==> src/hw/rtl/hmbs_pkg.sv <==
// hmbs_pkg: shared types, constants and a helper function for the height map sampler.
// Used by hmbs_front, hmbs_back, heightmap_bilinear_sampler and the testbench. No dependencies.
package hmbs_pkg;

    localparam int MAX_WIDTH   = 256;
    localparam int MAX_HEIGHT  = 256;
    localparam int HEIGHT_BITS = 24;
    localparam int STORE_DEPTH = MAX_WIDTH * MAX_HEIGHT;
    localparam int ADDR_W      = $clog2(STORE_DEPTH);
    localparam int DIM_W       = $clog2(MAX_WIDTH) + 1;
    localparam int CX_W        = 8;
    localparam int INV_W       = 24;
    localparam int CNT_W       = ADDR_W + 1;

    // command codes
    localparam logic [2:0] CMD_WRITE  = 3'd0;
    localparam logic [2:0] CMD_READ   = 3'd1;
    localparam logic [2:0] CMD_SAMPLE = 3'd2;
    localparam logic [2:0] CMD_FILL   = 3'd3;
    localparam logic [2:0] CMD_SCAN   = 3'd4;

    // configuration register indexes
    localparam logic [2:0] REG_GRID_WIDTH  = 3'd0;
    localparam logic [2:0] REG_GRID_HEIGHT = 3'd1;
    localparam logic [2:0] REG_INV_BLOCK_W = 3'd2;
    localparam logic [2:0] REG_INV_BLOCK_H = 3'd3;

    typedef enum logic [2:0] {
        OP_WRITE  = 3'd0,
        OP_READ   = 3'd1,
        OP_SAMPLE = 3'd2,
        OP_FILL   = 3'd3,
        OP_SCAN   = 3'd4,
        OP_NOP    = 3'd5
    } op_t;

    typedef struct packed {
        op_t                            op;
        logic [CX_W-1:0]                cx;
        logic [CX_W-1:0]                cz;
        logic signed [HEIGHT_BITS-1:0]  hv;
        logic signed [31:0]             wx;
        logic signed [31:0]             wz;
    } item_t;

    typedef struct packed {
        logic clearing;
    } back_status_t;

    // scaled coordinate p (Q.32) -> grid coordinate Q.16 clamped to [0, (n-1)<<16]
    function automatic logic [23:0] grid_clamp(input logic signed [56:0] p,
                                               input logic [DIM_W-1:0] n);
        logic [DIM_W-1:0] nm1;
        logic [23:0]      lim;
        logic [39:0]      g;
        nm1 = n - DIM_W'(1);
        lim = {nm1[7:0], 16'h0000};
        g   = p[55:16];
        if (p <= 57'sd0)
            grid_clamp = 24'd0;
        else if (g > {16'h0000, lim})
            grid_clamp = lim;
        else
            grid_clamp = g[23:0];
    endfunction

endpackage

==> src/hw/rtl/hmbs_front.sv <==
// hmbs_front: accepts input words, decodes the command, queues them for the back end.
// Depends on hmbs_pkg.
module hmbs_front import hmbs_pkg::*; (
    input  logic                          clk,
    input  logic                          rst_n,
    input  logic                          in_valid,
    output logic                          in_stall,
    input  logic [2:0]                    command,
    input  logic [CX_W-1:0]               cell_x,
    input  logic [CX_W-1:0]               cell_z,
    input  logic signed [HEIGHT_BITS-1:0] height_value,
    input  logic signed [31:0]            world_x,
    input  logic signed [31:0]            world_z,
    input  back_status_t                  bstat,
    output logic                          q_valid,
    output item_t                         q_item,
    input  logic                          q_pop
);

    item_t      q_reg [2];
    logic       wr_ptr_reg, rd_ptr_reg;
    logic [1:0] count_reg;
    item_t      dec;
    logic       push;

    always_comb
    begin
        dec.cx = cell_x;
        dec.cz = cell_z;
        dec.hv = height_value;
        dec.wx = world_x;
        dec.wz = world_z;
        case (command)
            CMD_WRITE:  dec.op = OP_WRITE;
            CMD_READ:   dec.op = OP_READ;
            CMD_SAMPLE: dec.op = OP_SAMPLE;
            CMD_FILL:   dec.op = OP_FILL;
            CMD_SCAN:   dec.op = OP_SCAN;
            default:    dec.op = OP_NOP;
        endcase
    end

    assign in_stall = (count_reg == 2'd2) || bstat.clearing;
    assign push     = in_valid && !in_stall;
    assign q_valid  = (count_reg != 2'd0);
    assign q_item   = q_reg[rd_ptr_reg];

    always_ff @(posedge clk)
    begin
        if (push)
            q_reg[wr_ptr_reg] <= dec;
    end

    always_ff @(posedge clk or negedge rst_n)
    begin
        if (!rst_n)
        begin
            wr_ptr_reg <= 1'b0;
            rd_ptr_reg <= 1'b0;
            count_reg  <= 2'd0;
        end
        else
        begin
            if (push)
                wr_ptr_reg <= !wr_ptr_reg;
            if (q_pop && q_valid)
                rd_ptr_reg <= !rd_ptr_reg;
            count_reg <= count_reg + 2'(push) - 2'(q_pop && q_valid);
        end
    end

endmodule

==> config.mk <==
export PLATFORM = sky130hd
export DESIGN_NAME = hmbs_front
export DESIGN_NICKNAME = d
export VERILOG_FILES = /design/src/hw/rtl/hmbs_pkg.sv /design/src/hw/rtl/hmbs_front.sv
export SDC_FILE = /design/constraint.sdc
export NUM_CORES = 1
export LEC_CHECK = 0
export BUFFER_PORTS_ARGS = -buffer_cell sky130_fd_sc_hd__buf_2
export CAP_MARGIN = 20
export CORE_MARGIN = 2
export CORE_UTILIZATION = 52
export DETAILED_ROUTE_END_ITERATION = 10
export PLACE_DENSITY = 0.87
export SLEW_MARGIN = 20
export SYNTH_ARGS = -nofsm -noshare
export SYNTH_HDL_FRONTEND = slang
export SYNTH_SLANG_ARGS = --single-unit
==> constraint.sdc <==
create_clock -name clk -period 6.77 [get_ports clk]
set_input_delay 1.354 -clock clk [delete_from_list [all_inputs] [get_ports clk]]
set_output_delay 1.354 -clock clk [all_outputs]
set_load 0.01 [all_outputs]
==> reports/qor.txt <==
Status: complete, no violations
Die W: 128 microns
Largest register FFs: 214
CP max FO: 57
CTS max path bufs: 3
# rows: 45
H-tree depth: 1
Distinct cell type count after synthesis: 18
Sequential area share after synthesis: 0.814
Worst r2r path cells: 4
CTS buffer count: 22
Sw Share: 0.264
Layout cells sized above 1: 0.601
Clock sinks: 218
# nets final: 705
Final setup fails: 0
CP Launch Type: flop
Die Y: 128 microns
IO buf count: 220
Final Util: 0.662
Pin slew with the least headroom to its limit: 0.835 ns
Hold WC Path Type: reg2reg
Setup Fix Bufs, Post-CTS: 0
Via count: 4086
Antenna-violating nets left: 0
Switching pwr: 0.00104 W
First-pass iteration count of the detailed router: 4
Internal power: 0.00289 W
Via density: 5.15
GPL Wtd Cong: 0.733
Synthesis-stage register bit count: 218
Commonest non-fill, non-tap cell in the layout: buf_2
Number of DRC markers in iteration 0: 210
Critical path class: reg2out
Pin count of the biggest net entering global routing: 62
Slew Limit Fails: 0
Slowest CP cell: dfrtp_4
Routed wire length: 14300 microns
Antenna violations before repair: 1
HPWL after DPL: 9440 microns
Drt drc: 0
Fmax: 0.242 GHz
First-pass GRT wire length: 21200 microns
Syn Area/Cell: 22.6 sq um
Worst Hold Path Cells: 1
DIE AREA: 0.0164 sq mm
Final worst path period share: 0.611
Lkg Pwr: 3.80 nW
Worst EP arrival: 2.79 ns
GRT Total Usage: 0.166
Synth warn: 0
Diodes inserted: 0
Gate power share: 0.248
Critical-path cell list: buf_4, mux2_2, buf_2
Synth Instances: 355
WP data required: 5.42 ns
Boundary Pins: 221
Global route total overflow: 0
Clock power share: 0.297
Vias in the first global route: 4292
CTS tree: yes
CORE AREA: 0.0151 sq mm
Resized Gates After CTS: 0
Mapped Nets: 469
Synth Cell Area: 0.00802 sq mm
CP max stage delay: 0.86 ns
Fin crit period: 4.14 ns
CTS hold repair buffers: 0
Maximum vdd ir drop: 0.377 mV
P per Cell Area: 391 mW/mm^2
Commonest cells after routing, fill and taps aside: buf_2 (220), edfxtp_1 (214), mux2_2 (87), clkbuf_16 (23), mux2_4 (20)
RSZ-0062 raised after global routing: no
Hold slack: 0.510 ns
Routed wire per std cell: 18.0 microns
Clock Root Buffer: clkbuf_16
Clock Skew: 0.00702 ns
Area Growth Syn to Fin: 25.0%
Final Hold Fails: 0
Part of the power in registers: 0.455
Clock Pin Slew Worst Setup and Hold Paths: 0.06 ns
Initial core utilization: 0.529
Worst Setup End Kind: output port
Slew headroom: 0.443
Worst-Skew Late Latency: 0.49 ns
Max_cap viols: 0
Fin Setup TNS: 0 ns
stage by stage:
step	total power, W	area, sq um	std cells	setup slack [ns]
after CTS	0.00397	10000	794	2.61
after global routing	0.00409	10000	794	2.50
final	0.00392	10000	794	2.63
after global placement	0.00276	9320	755	3.19
after detailed placement	0.00280	9320	755	3.14
after floorplan	0.00247	8020	355	0.141
cell type report:
class                   count  area, sq um
flip-flops and latches    218         6530
fillers                  1010         5120
multi-input cells         122         1410
repair buffers            225         1140
clock buffers              31          616
well taps                 188          235
clock inverters             8         85.1
inverters                   2         7.51
cell usage after synthesis:
cell,instances,share of area
nor2_1,2,0.00094
edfxtp_1,214,0.80
buf_2,8,0.0050
or2_2,1,0.00078
mux2_4,20,0.037
nand2b_1,2,0.0016
and2_1,1,0.00078
buf_6,4,0.0056
ha_1,2,0.0031
nor2b_1,1,0.00078
inv_1,2,0.00094
mux2_2,87,0.12
dfrtp_1,4,0.012
clkbuf_1,1,0.00047
xnor2_1,3,0.0033
a21o_1,1,0.00094
nand3b_1,1,0.00094
xor2_1,1,0.0011
logic make-up (layout without fill, tap and decap cells):
logic type	Yosys count	in the layout	synth area share
multiplexers	107	107	0.160
adder cells (fa/ha/maj)	2	2	0.00312
AND/OR/NAND/NOR	8	8	0.00578
buffers and inverters	15	266	0.0120
AO/OA/AOI/OAI	1	1	0.000937
XOR/XNOR	4	4	0.00437
flip-flops	218	218	0.814
metal layers:
metal,vias to the layer above,GRT usage,routed length (microns)
li1,1876,-,-
met1,2017,0.200,5610
met2,162,0.293,7300
met3,29,0.0451,1010
met4,2,0.0491,323
met5,-,0,13
power by group through the flow:
stage	Combinational, W	Sequential [W]	Clock (W)
after floorplan	0.000711	0.00176	0
after global placement	0.000958	0.00180	0
after detailed placement	0.000981	0.00182	0
after CTS	0.000989	0.00179	0.00119
after global routing	0.00104	0.00181	0.00124
final	0.000973	0.00178	0.00116
critical path: cells and delay by family, from the launching register on:
family	cells	cell delay (ns)
buffers and inverters	2	0.91
multiplexers	1	0.43
flip-flops	1	0.86
final timing paths:
check	from	end	slack, ns
max	rd_ptr_reg	q_item[43]	2.63
max reg2reg	count_reg[1]	q_reg[0][62]	4.75
max in group asynchronous	rst_n	rd_ptr_reg	5.97
min reg2reg	count_reg[1]	count_reg[1]	0.51
min in group asynchronous	rst_n	count_reg[0]	0.66
min	count_reg[1]	count_reg[1]	0.51
Note: power is estimated with default switching activity, not from simulation.
